--- src/rtl/lst_pkg.sv ---
// lst_pkg: shared types and constants for the login session table
// no dependencies; imported by lst_cell, lst_ctrl and login_session_table
package lst_pkg;

	localparam int HANDLE_W = 32;
	localparam int ROLE_W   = 2;
	localparam int OP_W     = 3;
	localparam int STATUS_W = 2;
	localparam int PLEN_W   = 8;
	localparam int ITER_W   = 32;
	localparam int CFG_IDX_W = 1;

	// opcodes
	localparam logic [OP_W-1:0] OP_LOGIN      = 3'd0;
	localparam logic [OP_W-1:0] OP_CHECK_ROLE = 3'd1;
	localparam logic [OP_W-1:0] OP_LOGOUT     = 3'd2;
	localparam logic [OP_W-1:0] OP_LOGOUT_ALL = 3'd3;
	localparam logic [OP_W-1:0] OP_PIN_CHECK  = 3'd4;
	localparam logic [OP_W-1:0] OP_SET_ITER   = 3'd5;

	// roles
	localparam logic [ROLE_W-1:0] ROLE_NONE    = 2'd0;
	localparam logic [ROLE_W-1:0] ROLE_USER    = 2'd1;
	localparam logic [ROLE_W-1:0] ROLE_OFFICER = 2'd2;
	localparam logic [ROLE_W-1:0] ROLE_WHEEL   = 2'd3;

	// status codes
	localparam logic [STATUS_W-1:0] ST_OK         = 2'd0;
	localparam logic [STATUS_W-1:0] ST_IMPOSSIBLE = 2'd1;
	localparam logic [STATUS_W-1:0] ST_FORBIDDEN  = 2'd2;
	localparam logic [STATUS_W-1:0] ST_NO_SLOT    = 2'd3;

	// configuration register indexes and reset values
	localparam logic [CFG_IDX_W-1:0] CFG_MIN_PIN = 1'd0;
	localparam logic [CFG_IDX_W-1:0] CFG_MAX_PIN = 1'd1;
	localparam logic [PLEN_W-1:0]    MIN_PIN_RESET = 8'd4;
	localparam logic [PLEN_W-1:0]    MAX_PIN_RESET = 8'd64;

	localparam logic [ITER_W-1:0] DEFAULT_ITER = 32'd2000;

	typedef struct packed {
		logic [HANDLE_W-1:0] handle;
		logic [ROLE_W-1:0]   role;
	} entry_t;

endpackage

--- src/rtl/login_session_table.sv ---
// login_session_table: top level; ring of lst_cell entries driven by lst_ctrl
// depends on lst_pkg, lst_cell, lst_ctrl
//
// Session table of NUM_SLOTS entries kept in a ring of cells that rotates by
// one entry a cycle while a request is processed; the sequencer sees entries in
// index order at the head and writes them back at the tail. Every request takes
// one full rotation (S_SCAN) and then posts its result from S_DONE, so a new
// request is accepted only after the previous one has posted its result.
// Record login needs a second rotation to place the entry.
// Logout all emits one result per occupied entry and the rotation pauses while
// the response register is held by a stalled consumer. The user writes the pin
// length limits through the cfg port only while idle; the block does not enforce it.
module login_session_table
	import lst_pkg::*;
#(
	parameter int NUM_SLOTS = 16
) (
	input  logic                 clk,
	input  logic                 arst_n,
	// configuration
	input  logic                 cfg_valid,
	output logic                 cfg_ready,
	input  logic [CFG_IDX_W-1:0] cfg_index,
	input  logic [PLEN_W-1:0]    cfg_data,
	// requests
	input  logic                 req_valid,
	output logic                 req_stall,
	input  logic [OP_W-1:0]      opcode,
	input  logic [HANDLE_W-1:0]  client_id,
	input  logic [ROLE_W-1:0]    role,
	input  logic [PLEN_W-1:0]    pin_length,
	input  logic [ITER_W-1:0]    iteration_count,
	// results
	output logic                 rsp_valid,
	input  logic                 rsp_stall,
	output logic [STATUS_W-1:0]  status,
	output logic [HANDLE_W-1:0]  released_handle,
	output logic                 release_valid,
	output logic [ITER_W-1:0]    current_iterations,
	output logic                 last
);

	logic [PLEN_W-1:0] min_pin_q;
	logic [PLEN_W-1:0] max_pin_q;

	entry_t cell_q [NUM_SLOTS];
	entry_t tail;
	logic   shift;

	assign cfg_ready = 1'b1;

	always_ff @(posedge clk or negedge arst_n) begin
		if (!arst_n) begin
			min_pin_q <= MIN_PIN_RESET;
			max_pin_q <= MAX_PIN_RESET;
		end else if (cfg_valid && cfg_ready) begin
			unique case (cfg_index)
				CFG_MIN_PIN: min_pin_q <= cfg_data;
				CFG_MAX_PIN: max_pin_q <= cfg_data;
				default: begin
				end
			endcase
		end
	end

	// cell k takes its neighbor's entry; the last cell takes the tail
	for (genvar k = 0; k < NUM_SLOTS; k++) begin : g_cell
		entry_t d;
		if (k == NUM_SLOTS - 1) begin : g_end
			assign d = tail;
		end else begin : g_mid
			assign d = cell_q[k+1];
		end
		lst_cell u_cell (
			.clk    (clk),
			.arst_n (arst_n),
			.shift  (shift),
			.d      (d),
			.q      (cell_q[k])
		);
	end

	lst_ctrl #(
		.NUM_SLOTS (NUM_SLOTS)
	) u_ctrl (
		.clk                (clk),
		.arst_n             (arst_n),
		.req_valid          (req_valid),
		.req_stall          (req_stall),
		.opcode             (opcode),
		.client_id          (client_id),
		.role               (role),
		.pin_length         (pin_length),
		.iteration_count    (iteration_count),
		.min_pin            (min_pin_q),
		.max_pin            (max_pin_q),
		.head               (cell_q[0]),
		.tail               (tail),
		.shift              (shift),
		.rsp_valid          (rsp_valid),
		.rsp_stall          (rsp_stall),
		.status             (status),
		.released_handle    (released_handle),
		.release_valid      (release_valid),
		.current_iterations (current_iterations),
		.last               (last)
	);

endmodule

--- src/rtl/lst_cell.sv ---
// lst_cell: one session entry of the rotating table
// depends on lst_pkg (entry_t)
module lst_cell
	import lst_pkg::*;
(
	input  logic   clk,
	input  logic   arst_n,
	input  logic   shift,
	input  entry_t d,
	output entry_t q
);

	entry_t entry_q;

	always_ff @(posedge clk or negedge arst_n) begin
		if (!arst_n) begin
			entry_q <= '0;
		end else if (shift) begin
			entry_q <= d;
		end
	end

	assign q = entry_q;

endmodule

--- src/rtl/lst_ctrl.sv ---
// lst_ctrl: request sequencer that walks the cell ring and builds results
// depends on lst_pkg; sees the ring through its head and tail entries
module lst_ctrl
	import lst_pkg::*;
#(
	parameter int NUM_SLOTS = 16
) (
	input  logic                clk,
	input  logic                arst_n,
	// request channel
	input  logic                req_valid,
	output logic                req_stall,
	input  logic [OP_W-1:0]     opcode,
	input  logic [HANDLE_W-1:0] client_id,
	input  logic [ROLE_W-1:0]   role,
	input  logic [PLEN_W-1:0]   pin_length,
	input  logic [ITER_W-1:0]   iteration_count,
	// pin limits
	input  logic [PLEN_W-1:0]   min_pin,
	input  logic [PLEN_W-1:0]   max_pin,
	// ring access
	input  entry_t              head,
	output entry_t              tail,
	output logic                shift,
	// response channel
	output logic                rsp_valid,
	input  logic                rsp_stall,
	output logic [STATUS_W-1:0] status,
	output logic [HANDLE_W-1:0] released_handle,
	output logic                release_valid,
	output logic [ITER_W-1:0]   current_iterations,
	output logic                last
);

	localparam int IDX_W = (NUM_SLOTS > 1) ? $clog2(NUM_SLOTS) : 1;
	localparam logic [IDX_W-1:0] LAST_IDX = IDX_W'(NUM_SLOTS - 1);

	typedef enum logic [3:0] {
		S_IDLE   = 4'b0001,
		S_SCAN   = 4'b0010,
		S_COMMIT = 4'b0100,
		S_DONE   = 4'b1000
	} state_t;

	state_t state_q;
	logic [IDX_W-1:0] step_q;

	// latched request
	logic [OP_W-1:0]     op_q;
	logic [HANDLE_W-1:0] handle_q;
	logic [ROLE_W-1:0]   role_q;
	logic [PLEN_W-1:0]   plen_q;
	logic [ITER_W-1:0]   iter_q;

	// scan findings
	logic                found_q;
	logic [IDX_W-1:0]    found_idx_q;
	logic [ROLE_W-1:0]   found_role_q;
	logic                free_found_q;
	logic [IDX_W-1:0]    free_idx_q;
	logic                pend_valid_q;
	logic [HANDLE_W-1:0] pend_handle_q;

	logic [ITER_W-1:0]   iters_q;

	// response register
	logic                rsp_valid_q;
	logic [STATUS_W-1:0] status_q;
	logic [HANDLE_W-1:0] rel_handle_q;
	logic                rel_valid_q;
	logic [ITER_W-1:0]   cur_iters_q;
	logic                last_q;

	logic                accept;
	logic                occ;
	logic                hit;
	logic                last_step;
	logic                out_free;
	logic                emit_mid;
	logic                done_load;
	logic                have_tgt;
	logic [IDX_W-1:0]    tgt_idx;
	logic [IDX_W-1:0]    step_next;
	logic                pin_len_bad;
	logic                is_wheel;
	logic                is_officer;
	logic                iter_ok;
	logic [ITER_W-1:0]   new_iters;
	logic [STATUS_W-1:0] res_status;
	logic [HANDLE_W-1:0] res_handle;
	logic                res_rel_valid;
	logic [ITER_W-1:0]   res_iters;

	assign accept    = req_valid && !req_stall;
	assign req_stall = (state_q != S_IDLE);
	assign occ       = (head.role != ROLE_NONE);
	assign hit       = occ && (head.handle == handle_q);
	assign last_step = (step_q == LAST_IDX);
	assign step_next = last_step ? '0 : step_q + 1'b1;
	assign out_free  = !rsp_valid_q || !rsp_stall;
	assign have_tgt  = found_q || free_found_q;
	assign tgt_idx   = found_q ? found_idx_q : free_idx_q;

	// ring traversal: head leaves, tail re-enters possibly modified
	always_comb begin
		tail     = head;
		shift    = 1'b0;
		emit_mid = 1'b0;
		unique case (state_q)
			S_SCAN: begin
				shift = 1'b1;
				if (op_q == OP_LOGOUT_ALL && occ) begin
					tail = '0;
					// the held handle goes out now, it is known not to be the last
					if (pend_valid_q) begin
						if (out_free) begin
							emit_mid = 1'b1;
						end else begin
							shift = 1'b0;
						end
					end
				end
				if (op_q == OP_LOGOUT && hit && !found_q) begin
					tail = '0;
				end
			end
			S_COMMIT: begin
				shift = 1'b1;
				if (have_tgt && step_q == tgt_idx) begin
					tail.handle = handle_q;
					tail.role   = role_q;
				end
			end
			S_IDLE, S_DONE: begin
			end
			default: begin
			end
		endcase
	end

	// final result of a request
	always_comb begin
		pin_len_bad   = (plen_q < min_pin) || (plen_q > max_pin);
		is_wheel      = found_q && (found_role_q == ROLE_WHEEL);
		is_officer    = found_q && (found_role_q == ROLE_OFFICER);
		iter_ok       = is_wheel || is_officer;
		new_iters     = (iter_q == '0) ? DEFAULT_ITER : iter_q;
		res_status    = ST_IMPOSSIBLE;
		res_handle    = '0;
		res_rel_valid = 1'b0;
		res_iters     = iters_q;
		unique case (op_q)
			OP_LOGIN: begin
				if (role_q == ROLE_NONE) begin
					res_status = ST_IMPOSSIBLE;
				end else begin
					res_status = have_tgt ? ST_OK : ST_NO_SLOT;
				end
			end
			OP_CHECK_ROLE: begin
				if (role_q == ROLE_NONE) begin
					res_status = ST_IMPOSSIBLE;
				end else begin
					res_status = (found_q && found_role_q == role_q) ? ST_OK : ST_FORBIDDEN;
				end
			end
			OP_LOGOUT: begin
				res_status    = ST_OK;
				res_handle    = found_q ? handle_q : '0;
				res_rel_valid = found_q;
			end
			OP_LOGOUT_ALL: begin
				res_status    = ST_OK;
				res_handle    = pend_valid_q ? pend_handle_q : '0;
				res_rel_valid = pend_valid_q;
			end
			OP_PIN_CHECK: begin
				if (pin_len_bad) begin
					res_status = ST_IMPOSSIBLE;
				end else if (is_wheel || (role_q == ROLE_USER && is_officer)) begin
					res_status = ST_OK;
				end else begin
					res_status = ST_FORBIDDEN;
				end
			end
			OP_SET_ITER: begin
				res_status = iter_ok ? ST_OK : ST_FORBIDDEN;
				res_iters  = iter_ok ? new_iters : iters_q;
			end
			default: begin
				res_status = ST_IMPOSSIBLE;
			end
		endcase
	end

	assign done_load = (state_q == S_DONE) && out_free;

	// control state
	always_ff @(posedge clk or negedge arst_n) begin
		if (!arst_n) begin
			state_q      <= S_IDLE;
			step_q       <= '0;
			found_q      <= 1'b0;
			free_found_q <= 1'b0;
			pend_valid_q <= 1'b0;
			iters_q      <= DEFAULT_ITER;
			rsp_valid_q  <= 1'b0;
		end else begin
			unique case (state_q)
				S_IDLE: begin
					if (accept) begin
						state_q      <= S_SCAN;
						step_q       <= '0;
						found_q      <= 1'b0;
						free_found_q <= 1'b0;
						pend_valid_q <= 1'b0;
					end
				end
				S_SCAN: begin
					if (shift) begin
						step_q <= step_next;
						if (hit && !found_q) begin
							found_q <= 1'b1;
						end
						if (!occ && !free_found_q) begin
							free_found_q <= 1'b1;
						end
						if (op_q == OP_LOGOUT_ALL && occ) begin
							pend_valid_q <= 1'b1;
						end
						if (last_step) begin
							state_q <= (op_q == OP_LOGIN && role_q != ROLE_NONE) ?
								S_COMMIT : S_DONE;
						end
					end
				end
				S_COMMIT: begin
					step_q <= step_next;
					if (last_step) begin
						state_q <= S_DONE;
					end
				end
				S_DONE: begin
					if (out_free) begin
						state_q <= S_IDLE;
						iters_q <= res_iters;
					end
				end
				default: begin
					state_q <= S_IDLE;
				end
			endcase

			if (emit_mid || done_load) begin
				rsp_valid_q <= 1'b1;
			end else if (!rsp_stall) begin
				rsp_valid_q <= 1'b0;
			end
		end
	end

	// payload registers
	always_ff @(posedge clk) begin
		if (accept) begin
			op_q     <= opcode;
			handle_q <= client_id;
			role_q   <= role;
			plen_q   <= pin_length;
			iter_q   <= iteration_count;
		end
		if (state_q == S_SCAN && shift) begin
			if (hit && !found_q) begin
				found_idx_q  <= step_q;
				found_role_q <= head.role;
			end
			if (!occ && !free_found_q) begin
				free_idx_q <= step_q;
			end
			if (op_q == OP_LOGOUT_ALL && occ) begin
				pend_handle_q <= head.handle;
			end
		end
		if (emit_mid) begin
			status_q     <= ST_OK;
			rel_handle_q <= pend_handle_q;
			rel_valid_q  <= 1'b1;
			cur_iters_q  <= iters_q;
			last_q       <= 1'b0;
		end else if (done_load) begin
			status_q     <= res_status;
			rel_handle_q <= res_handle;
			rel_valid_q  <= res_rel_valid;
			cur_iters_q  <= res_iters;
			last_q       <= 1'b1;
		end
	end

	assign rsp_valid          = rsp_valid_q;
	assign status             = status_q;
	assign released_handle    = rel_handle_q;
	assign release_valid      = rel_valid_q;
	assign current_iterations = cur_iters_q;
	assign last               = last_q;

	// the ring only moves while a pass is running
	a_shift_in_pass: assert property (@(posedge clk) disable iff (!arst_n)
		shift |-> (state_q == S_SCAN || state_q == S_COMMIT))
		else $error("ring moved outside a pass");

	// a result is never loaded over one that is still held
	a_no_overwrite: assert property (@(posedge clk) disable iff (!arst_n)
		(emit_mid || done_load) |-> !(rsp_valid_q && rsp_stall))
		else $error("response register overwritten while stalled");

	// an accepted request always starts a scan pass
	a_accept_scan: assert property (@(posedge clk) disable iff (!arst_n)
		accept |=> (state_q == S_SCAN && step_q == '0))
		else $error("accepted request did not start a scan");

	// a full rotation ends with the step counter back at the first entry
	a_pass_wrap: assert property (@(posedge clk) disable iff (!arst_n)
		(shift && last_step) |=> (step_q == '0))
		else $error("pass did not wrap the step counter");

	// intermediate logout-all results are never flagged as final
	a_mid_not_last: assert property (@(posedge clk) disable iff (!arst_n)
		emit_mid |=> (rsp_valid && !last && release_valid))
		else $error("intermediate logout-all result malformed");

endmodule
--- config.mk ---
export PLATFORM = sky130hd
export DESIGN_NAME = login_session_table
export DESIGN_NICKNAME = d
export VERILOG_FILES = /design/src/rtl/lst_pkg.sv /design/src/rtl/login_session_table.sv /design/src/rtl/lst_cell.sv /design/src/rtl/lst_ctrl.sv
export SDC_FILE = /design/constraint.sdc
export NUM_CORES = 1
export LEC_CHECK = 0
export BUFFER_PORTS_ARGS = -buffer_cell sky130_fd_sc_hd__buf_2
export CAP_MARGIN = 25
export CELL_PAD_IN_SITES_DETAIL_PLACEMENT = 2
export CELL_PAD_IN_SITES_GLOBAL_PLACEMENT = 2
export CORE_ASPECT_RATIO = 0.6
export CORE_MARGIN = 2
export CORE_UTILIZATION = 35
export CTS_BUF_LIST = sky130_fd_sc_hd__clkbuf_4
export DETAILED_ROUTE_END_ITERATION = 8
export GPL_TIMING_DRIVEN = 0
export PLACE_DENSITY_LB_ADDON = 0.2
export REMOVE_ABC_BUFFERS = 1
export SYNTH_ARGS = -nofsm -noshare
export SYNTH_HDL_FRONTEND = slang
export SYNTH_SLANG_ARGS = --single-unit
--- constraint.sdc ---
create_clock -name clk -period 2.89 [get_ports clk]
set_input_delay 0.289 -clock clk [delete_from_list [all_inputs] [get_ports clk]]
set_output_delay 0.289 -clock clk [all_outputs]
set_load 0.05 [all_outputs]
==> impl_metrics.env, run 1 <==
export IMPL_crit_type="flip-flop to flip-flop"
export IMPL_drt_total_wl_mm=89.7
export IMPL_cts_buffers=192
export IMPL_area_growth_pct=23.8
export IMPL_grt_pass1_wl_mm=142
export IMPL_crit_slowest_cell="edfxtp_1"
export IMPL_ios=162
export IMPL_antenna_found_initial=1
export IMPL_period_share_pct=96.7
export IMPL_cpPeakStageDelay_ns=0.49
export IMPL_rows=83
export IMPL_relSlewSlack_pct=44.4
export IMPL_cts_root_buf="clkbuf_4"
export IMPL_dpl_cell_area_mm2=0.0326
export IMPL_drt_iter0_markers=1187
export IMPL_insertion_delay_ns=1.11
export IMPL_pre_cts_slack_ns=-1.20
export IMPL_maxCapViolCount=0
export IMPL_power_density_mw_per_mm2=844
export IMPL_track_usage_pct=20.5
export IMPL_setup_viol_count_final=0
export IMPL_critPathRequiredTime_ns=3.84
export IMPL_crit_family="simple AND/OR/NAND/NOR gates"
export IMPL_coreArea_mm2=0.0856
export IMPL_synthCells=2923
export IMPL_synthArstFlopShare_pct=76.4
export IMPL_first_pass_iters=5
export IMPL_hpwl_mm=50.1
export IMPL_post_route_util_pct=43.8
export IMPL_cp_buffers_inverters=3
export IMPL_clock_skew_final_ns=0.0540
export IMPL_fp_dieH_um=232
export IMPL_grt_overflow_total=0
export IMPL_viasPerCell=4.79
export IMPL_drive_gt1_share_pct=17.0
export IMPL_whs_ns=0.210
export IMPL_synth_seq_cells=791
export IMPL_slew_viol_final=0
export IMPL_ys_seq_area_share_pct=68.4
export IMPL_crit_arrival_ns=3.75
export IMPL_drt_wirelength_per_cell_um=19.2
export IMPL_ant_nets=0
export IMPL_initial_core_util_pct=35.4
export IMPL_htreeDepth=4
export IMPL_synth_edf_count=183
export IMPL_cp_start_kind="flip-flop"
export IMPL_hold_viol=0
export IMPL_syn_area_per_cell_um2=10.4
export IMPL_setup_slack_ns=0.0959
export IMPL_worst_slew_pin_slew_ns=0.833
export IMPL_synth_area_mm2=0.0303
export IMPL_peakVddDrop_uv=391
export IMPL_min_delay_path_class="input port to flip-flop"
export IMPL_vias=22400
export IMPL_grt_max_degree=121
export IMPL_ys_warn_count=0
export IMPL_cts_buffer_depth=3
export IMPL_fmax_mhz=358
export IMPL_die_area_mm2=0.0889
export IMPL_rsz0062_at_grt="yes"
export IMPL_cp_max_fo=17
export IMPL_clk_pin_slew_ns=0.08
export IMPL_worst_setup_path_end_kind="flip-flop"
export IMPL_final_nets=3478
export IMPL_drcViolationCount=0
export IMPL_cts_sinks=791
export IMPL_path_cells="xnor2_2 -> nand4_1 -> nor4_4 -> buf_4 -> nand4_1 -> a32oi_4 -> buf_12 -> buf_12 -> o21ai_0"
export IMPL_grt_pass1_vias=25300
export IMPL_port_buffers=160
export IMPL_synthFlopType="dfrtp_1"
export IMPL_die_w_um=384
export IMPL_status="complete, no violations"
export IMPL_p_leak_nw=18.6
export IMPL_min_period_ns=2.79
export IMPL_gp_congestion=0.773
export IMPL_cts_tree="done"
export IMPL_stdcell_area_mm2=0.0375
export IMPL_synth_distinct_cells=58
[cells in the final DEF, fill, tap and decap left out, drive strengths merged, types with 2 or more instances in the layout]
master / instances
nand2: 1566
dfrtp: 595
clkbuf: 301
buf: 208
edfxtp: 183
dlygate4sd3: 181
o21ai: 80
inv: 59
clkinv: 47
a22o: 37
mux2: 35
a22oi: 34
xnor2: 30
nor2: 20
ha: 16
nand4: 15
o22a: 13
a21oi: 11
nor4: 11
dfstp: 9
xor2: 7
nor4b: 6
nor3: 5
a21o: 5
and2: 5
diode: 4
mux2i: 4
dfxtp: 4
o31ai: 4
nand3: 3
nor2b: 3
bufbuf: 3
nand2b: 3
nand3b: 2
o211ai: 2
o21a: 2
a31oi: 2
clkinvlp: 2
nor3b: 2
or4b: 2
[cell families (layout without fill, tap and decap cells)]
kind of cell,count (synthesis),after routing,synth area share [%]
AND/OR/NAND/NOR,1644,1647,21.1
AO/OA/AOI/OAI,198,198,4.40
flip-flops,791,791,68.4
buffers and inverters,197,802,2.94
adder cells (fa/ha/maj),16,16,0.662
other,1,5,0.0124
multiplexers,39,39,1.43
XOR/XNOR,37,37,1.07
[final cells by class]
class / instances / area [um^2]
fillers: 9015 / 48100
flip-flops and latches: 791 / 20700
multi-input cells: 1938 / 8910
repair buffers: 395 / 3720
clock buffers: 298 / 2240
well taps: 1147 / 1440
clock inverters: 56 / 250
inverters: 53 / 204
diodes: 4 / 10.0
[layer usage]
metal | global-route usage [%] | up-vias | routed length, um
met5 | 0 | - | 0
met4 | 8.33 | 0 | 2210
met3 | 3.70 | 154 | 3250
li1 | - | 10400 | -
met1 | 27.2 | 11500 | 41400
met2 | 33.2 | 399 | 42800
[worst reg2reg max path, delay by kind of cell (launching register included)]
kind	cells	cell delay, ns
AND/OR/NAND/NOR	3	0.93
XOR/XNOR	1	0.29
AO/OA/AOI/OAI	2	0.44
flip-flops	1	0.49
buffers and inverters	3	0.52
[worst paths after layout]
check	slack, ns	from	cells past startpoint	to
max	0.1	u_ctrl.handle_q[7]	9	g_cell[15].u_cell.q[13]
min	0.21	req_valid	4	u_ctrl.state_q[1]
max reg2reg	0.1	u_ctrl.handle_q[7]	9	g_cell[15].u_cell.q[13]
min reg2reg	0.43	g_cell[6].u_cell.q[30]	2	g_cell[5].u_cell.q[30]
max in group asynchronous	0.81	arst_n	6	g_cell[10].u_cell.q[25]
min in group asynchronous	0.34	arst_n	3	max_pin_q[6]
[repair_timing]
item	4_1_cts	5_1_grt
setup buffers	11	6
pin swaps	5	1
hold buffers	182	0
cloned	8	1
endpoints found under the setup margin	611	225
resized for setup	17	8
hold endpoints to repair	311	0
[cells in the mapped netlist, drive strengths merged (3+ instances only)]
library cell,instances,area [um^2]
nor2b,3,18.8
dfxtp,4,80.1
inv,53,199
a22oi,34,255
a21oi,11,55.1
ha,16,200
nor4,11,68.8
a22o,37,324
dfstp,9,236
dfrtp,595,14900
o21ai,80,400
nand3,3,15.0
o31ai,4,35.0
mux2,35,394
buf,86,473
nand2,1565,5870
nor2,20,75.1
nor4b,6,67.6
clkbuf,58,218
xor2,7,61.3
nand4,15,93.8
nand2b,3,26.3
and2,3,18.8
edfxtp,183,5500
nor3,5,25.0
a21o,5,37.5
o22a,13,114
mux2i,4,40.0
xnor2,30,263
[sequential cells by signal, indices dropped and copies added (netlist names), 2 cells and up]
name	cells
g_cell.u_cell.q	544
max_pin_q	8
min_pin_q	8
u_ctrl.current_iterations	32
u_ctrl.found_idx_q	4
u_ctrl.found_role_q	2
u_ctrl.free_idx_q	4
u_ctrl.handle_q	32
u_ctrl.iter_q	32
u_ctrl.iters_q	32
u_ctrl.op_q	3
u_ctrl.pend_handle_q	32
u_ctrl.plen_q	8
u_ctrl.released_handle	32
u_ctrl.role_q	2
u_ctrl.state_q	4
u_ctrl.status	2
u_ctrl.step_q	4
[stage by stage]
step                cells  setup TNS, ns  total power [W]
finish               4682              0           0.0316
global route         4679        -0.0283           0.0338
floorplan            2779       -4204.52           0.0180
detailed placement   4115        -359.04           0.0216
CTS                  4670              0           0.0321
global placement     4086              -           0.0193
[power by group]
| part | leakage [nW] | switching (W) | internal [W] |
|---|---|---|---|
| logic | 7.23 | 0.00467 | 0.00207 |
| clock network | 1.49 | 0.00480 | 0.00478 |
| registers | 9.88 | 0.00146 | 0.0139 |
| total | 18.6 | 0.0109 | 0.0207 |
Power figures use the tool's default switching activity.
==> run 2: changes to the inputs <==
--- a/config.mk
+++ b/config.mk
@@ -15,7 +15,7 @@
 export CTS_BUF_LIST = sky130_fd_sc_hd__clkbuf_4
 export DETAILED_ROUTE_END_ITERATION = 8
 export GPL_TIMING_DRIVEN = 0
-export PLACE_DENSITY_LB_ADDON = 0.2
+export PLACE_DENSITY_LB_ADDON = 0.08
 export REMOVE_ABC_BUFFERS = 1
 export SYNTH_ARGS = -nofsm -noshare
 export SYNTH_HDL_FRONTEND = slang
==> impl_metrics.env, run 2 (synthesis results as in run 1) <==
export IMPL_met1_usage_pct=26.9
export IMPL_stdcell_area_mm2=0.0377
export IMPL_crit_arrival_ns=3.73
export IMPL_track_usage_pct=20.2
export IMPL_grt_use_met2_pct=32.2
export IMPL_rrSetupSlack_ns=0.07
export IMPL_r2r_start="u_ctrl.handle_q[31]"
export IMPL_area_growth_pct=24.6
export IMPL_maxCapViolCount=0
export IMPL_clock_skew_final_ns=0.0609
export IMPL_hold_viol=0
export IMPL_viasPerCell=4.76
export IMPL_antenna_found_initial=4
export IMPL_cts_buffer_depth=3
export IMPL_dpl_cell_area_mm2=0.0327
export IMPL_final_common_cell="nand2_1"
export IMPL_cp_startpoint="u_ctrl.handle_q[31]"
export IMPL_die_w_um=384
export IMPL_coreArea_mm2=0.0856
export IMPL_rows=83
export IMPL_cp_max_fo=13
export IMPL_die_area_mm2=0.0889
export IMPL_met3_usage_pct=4.36
export IMPL_critPathRequiredTime_ns=3.80
export IMPL_drt_wirelength_per_cell_um=18.8
export IMPL_clkPwrFrac_pct=31.6
export IMPL_grt_pass1_vias=24900
export IMPL_first_pass_iters=5
export IMPL_p_comb_share_pct=20.8
export IMPL_gp_congestion=0.743
export IMPL_grt_pass1_wl_mm=141
export IMPL_grt_max_degree=116
export IMPL_cp_start_kind="flip-flop"
export IMPL_nFillCells=8959
export IMPL_min_delay_path_class="input port to flip-flop"
export IMPL_drive_gt1_share_pct=17.5
export IMPL_initial_core_util_pct=35.4
export IMPL_fin_total_pwr_w=0.0322
export IMPL_sw_frac_of_total_pct=33.8
export IMPL_cts_buffers=195
export IMPL_hpwl_mm=49.9
export IMPL_min_from="rsp_stall"
export IMPL_worst_setup_path_end_kind="flip-flop"
export IMPL_ant_nets=0
export IMPL_period_share_pct=97.7
export IMPL_grt_overflow_total=0
export IMPL_crit_type="flip-flop to flip-flop"
export IMPL_cts_tree="done"
export IMPL_whs_ns=0.203
export IMPL_worst_slew_pin_slew_ns=0.761
export IMPL_ios=162
export IMPL_largest_reg_flops=544
export IMPL_final_cell_mix="nand2_1, dfrtp_1, clkbuf_4"
export IMPL_clk_pin_slew_ns=0.07
export IMPL_port_buffers=160
export IMPL_min_period_ns=2.82
export IMPL_slew_viol_final=0
export IMPL_htreeDepth=4
export IMPL_power_density_mw_per_mm2=854
export IMPL_setup_viol_count_final=0
export IMPL_relSlewSlack_pct=49.3
export IMPL_p_leak_nw=18.7
export IMPL_fmax_mhz=354
export IMPL_cts_sinks=791
export IMPL_drcViolationCount=0
export IMPL_drt_total_wl_mm=88.1
export IMPL_fp_dieH_um=232
export IMPL_insertion_delay_ns=1.08
export IMPL_vias=22300
export IMPL_p_int_w=0.0213
export IMPL_final_nets=3488
export IMPL_pwr_share_seq_pct=47.6
export IMPL_setup_slack_ns=0.0666
export IMPL_p_switching_w=0.0109
export IMPL_pre_cts_slack_ns=-1.28
export IMPL_grt_busiest_layer="met2"
export IMPL_cts_root_buf="clkbuf_4"
export IMPL_status="complete, no violations"
export IMPL_peakVddDrop_uv=348
export IMPL_drt_iter0_markers=1219
run 2: changes by cell type in the layout (fill, tap and decap cells not counted), sizes merged:
cell,before,now
buf,208,210
bufbuf,3,1
bufinv,1,6
clkbuf,301,313
clkinv,47,27
clkinvlp,2,0
diode,4,3
dlygate4sd3,181,188
inv,59,57
nand2,1566,1567
run 2: per-stage QoR:
| step | utilization (%) | TNS, ns | instances |
|---|---|---|---|
| after floorplan | - | -4204.52 | 2779 |
| after detailed placement | 38.2 | -352.86 | 4117 |
| after global routing | 44.1 | -0.191 | 4682 |
| after CTS | 43.9 | 0 | 4668 |
| final | 44.1 | 0 | 4682 |
| after global placement | 37.2 | - | 4086 |
run 2: area by class of cell:
type / instances / area, um^2 / share of cell area (%)
timing repair buffer: 401 / 3790 / 10.0
clock buffer: 311 / 2330 / 6.19
sequential: 791 / 20700 / 54.9
clock inverter: 37 / 300 / 0.796
antenna: 3 / 7.51 / 0.0199
tap: 1147 / 1440 / 3.81
inverter: 53 / 204 / 0.541
multi-input combinational: 1939 / 8940 / 23.7
run 2: path summary, 6_finish.rpt:
kind	depth (start not counted)	endpoint
setup / recovery	8	g_cell[15].u_cell.q[19]
hold / removal	4	u_ctrl.rsp_valid
setup reg to reg	8	g_cell[15].u_cell.q[19]
hold reg to reg	2	g_cell[14].u_cell.q[19]
max in group asynchronous	5	g_cell[10].u_cell.q[33]
min in group asynchronous	4	g_cell[0].u_cell.q[25]
run 2: layer usage:
layer / up-vias / wire [um]
li1: 10400 / -
met5: - / 9
met1: 11400 / 40500
met3: 157 / 3610
met4: 2 / 2240
met2: 402 / 41800
run 2: power by group through the flow:
stage                     clock (W)  combinational (W)  sequential, W
after floorplan                   0            0.00270         0.0153
after global placement            0            0.00423         0.0152
after detailed placement          0            0.00618         0.0155
after CTS                    0.0106            0.00672         0.0153
after global routing         0.0112            0.00757         0.0156
final                        0.0102            0.00670         0.0153
run 2: critical path: stages, from the launching register on:
cell and delay [ns]:
edfxtp_1 0.49, xnor2_4 0.38, nand4_1 0.38, nor4_4 0.37
nand4_1 0.26, a32oi_4 0.33, buf_12 0.18, buf_16 0.16
o21ai_0 0.09
run 2: what timing repair did:
action,CTS,global route
hold buffers,189,0
endpoints found under the hold margin,438,0
pin swaps,4,2
gates resized for setup,19,6
buffers inserted,10,6
endpoints found under the setup margin,596,102
cloned,4,3
==> run 3: changes to the inputs <==
--- a/config.mk
+++ b/config.mk
@@ -19,4 +19,5 @@
 export REMOVE_ABC_BUFFERS = 1
 export SYNTH_ARGS = -nofsm -noshare
 export SYNTH_HDL_FRONTEND = slang
+export SYNTH_HIERARCHICAL = 1
 export SYNTH_SLANG_ARGS = --single-unit
==> impl_metrics.env, run 3 <==
export IMPL_grt_pass1_wl_mm=123
export IMPL_cts_buffer_depth=3
export IMPL_synth_area_leaders="dfrtp_1, mux2_4, edfxtp_1, mux2_2, buf_12"
export IMPL_area_growth_pct=20.5
export IMPL_gp_congestion=0.751
export IMPL_dp_cells=3199
export IMPL_viasPerCell=4.63
export IMPL_grt_pass1_vias=20300
export IMPL_setup_viol_count_final=0
export IMPL_crit_arrival_ns=3.76
export IMPL_ios=162
export IMPL_synth_most_common_cell="dfrtp_1"
export IMPL_coreArea_mm2=0.0936
export IMPL_clock_skew_final_ns=0.0625
export IMPL_cts_buffers=199
export IMPL_seq_area_mm2=0.0207
export IMPL_first_pass_iters=4
export IMPL_rows=87
export IMPL_cp_start_kind="flip-flop"
export IMPL_synthArstFlopShare_pct=76.4
export IMPL_synthTopCellsByCount="dfrtp_1, mux2_4, edfxtp_1"
export IMPL_peakVddDrop_uv=321
export IMPL_p_int_w=0.0194
export IMPL_htreeDepth=4
export IMPL_largest_reg_flops=544
export IMPL_drt_iter0_markers=815
export IMPL_synthCells=1853
export IMPL_drive_gt1_share_pct=46.2
export IMPL_clk_pin_slew_ns=0.07
export IMPL_antenna_found_initial=4
export IMPL_nFillCells=9006
export IMPL_maxCapViolCount=0
export IMPL_hpwl_mm=43.3
export IMPL_relSlewSlack_pct=45.4
export IMPL_grt_max_degree=120
export IMPL_drt_wirelength_per_cell_um=20.2
export IMPL_port_buffers=160
export IMPL_drt_total_wl_mm=76.4
export IMPL_insertion_delay_ns=1.07
export IMPL_cts_tree="done"
export IMPL_final_cell_mix="dfrtp_1, mux2_4, clkbuf_4"
export IMPL_stdcell_count=3775
export IMPL_synth_area_mm2=0.0330
export IMPL_min_delay_path_class="input port to flip-flop"
export IMPL_die_area_mm2=0.0967
export IMPL_period_share_pct=97.7
export IMPL_synthFlopType="dfrtp_1"
export IMPL_cts_sinks=791
export IMPL_crit_type="flip-flop to flip-flop"
export IMPL_ys_seq_area_share_pct=62.8
export IMPL_min_period_ns=2.82
export IMPL_final_common_cell="dfrtp_1"
export IMPL_rsz0062_at_grt="yes"
export IMPL_status="complete, no violations"
export IMPL_whs_ns=0.248
export IMPL_die_w_um=400
export IMPL_syn_area_per_cell_um2=17.8
export IMPL_fp_dieH_um=242
export IMPL_vias=17500
export IMPL_worst_setup_path_end_kind="flip-flop"
export IMPL_synthDominantCellAreaShare_pct=45.2
export IMPL_p_comb_share_pct=19.4
export IMPL_fmax_mhz=354
export IMPL_synth_distinct_cells=63
export IMPL_pre_cts_slack_ns=-1.26
export IMPL_hold_viol=0
export IMPL_setup_slack_ns=0.0653
export IMPL_power_density_mw_per_mm2=702
export IMPL_multi_input_area_mm2=0.0112
export IMPL_ys_warn_count=6
export IMPL_ant_nets=0
export IMPL_cts_root_buf="clkbuf_4"
export IMPL_p_switching_w=0.00847
export IMPL_sw_frac_of_total_pct=30.4
export IMPL_clkPwrFrac_pct=34.9
export IMPL_p_leak_nw=18.6
export IMPL_critPathRequiredTime_ns=3.82
export IMPL_cp_max_fo=3
export IMPL_synth_area_leader_cell="dfrtp_1"
export IMPL_post_route_util_pct=42.4
export IMPL_drcViolationCount=0
export IMPL_synth_seq_cells=791
export IMPL_slew_viol_final=0
export IMPL_fin_total_pwr_w=0.0279
export IMPL_grt_overflow_total=0
export IMPL_worst_slew_pin_slew_ns=0.817
export IMPL_track_usage_pct=16.2
export IMPL_initial_core_util_pct=35.2
export IMPL_final_nets=2465
export IMPL_pwr_share_seq_pct=45.7
export IMPL_synth_edf_count=183
-- run 3: layout make-up --
cell class | count | area share, %
multi-input cells | 950 | 28.1
inverters | 24 | 0.233
clock inverters | 60 | 0.671
repair buffers | 392 | 9.14
clock buffers | 308 | 5.82
flip-flops and latches | 791 | 52.1
well taps | 1246 | 3.92
diodes | 4 | 0.0252
-- run 3: kinds of logic after synthesis --
| logic type | Yosys count | share of synthesized area [%] |
|---|---|---|
| DFF | 791 | 62.8 |
| muxes | 589 | 25.7 |
| and+or+nand+nor | 174 | 2.60 |
| AOI/OAI and AO/OA | 130 | 3.15 |
| buffers and inverters | 115 | 4.19 |
| xor gates and xnor gates | 37 | 0.983 |
| adders and majority gates | 16 | 0.607 |
| other | 1 | 0.0114 |
-- run 3: power by group through the flow --
stage | combinational [W] | clock [W] | sequential (W)
global route | 0.00582 | 0.0109 | 0.0128
CTS | 0.00543 | 0.0103 | 0.0127
floorplan | 0.00258 | 0 | 0.0131
finish | 0.00542 | 0.00972 | 0.0128
detailed placement | 0.00500 | 0 | 0.0130
global placement | 0.00367 | 0 | 0.0130
-- run 3: path summary, 6_finish.rpt --
path,start,to,cells after the start,slack [ns]
hold / removal,req_valid,u_ctrl/state_q[1],4,0.25
max in group asynchronous,arst_n,g_cell[6].u_cell/q[32],7,0.94
hold reg to reg,u_ctrl/iters_q[18],u_ctrl/iters_q[18],2,0.48
setup reg to reg,u_ctrl/handle_q[14],g_cell[15].u_cell/q[1],7,0.07
setup / recovery,u_ctrl/handle_q[14],g_cell[15].u_cell/q[1],7,0.07
min in group asynchronous,arst_n,min_pin_q[5],4,0.27
-- run 3: metrics by stage --
| step | cell area, um^2 | TNS (ns) |
|---|---|---|
| floorplan | 31700 | -9575.81 |
| global placement | 34000 | - |
| detailed placement | 34800 | -285.33 |
| CTS | 39500 | -0.599 |
| global route | 39700 | -0.499 |
| finish | 39700 | 0 |
-- run 3: what timing repair did --
action                                 in CTS  in global routing
hold buffers                              184                  0
endpoints found under the hold margin     601                  0
resized for setup                          20                 18
pin swaps                                   7                  9
cloned                                      4                  3
setup endpoints to repair                 600                397
buffers inserted                            6                  7
-- run 3: per-layer routing --
layer	vias to the layer above	GRT usage (%)	part of all wire [%]
li1	7854	-	-
met1	9122	23.2	49
met2	334	23.7	44
met3	150	3.63	4.6
met4	0	6.67	2.3
met5	-	0	0
-- run 3: worst max-delay path: stages (launching register included) --
cell and delay, ns:
edfxtp_1 0.49, xor2_1 0.26, nor4_4 0.40, nand4_1 0.26
or4_1 0.65, a21oi_1 0.24, o21ai_0 0.15, mux2_2 0.29
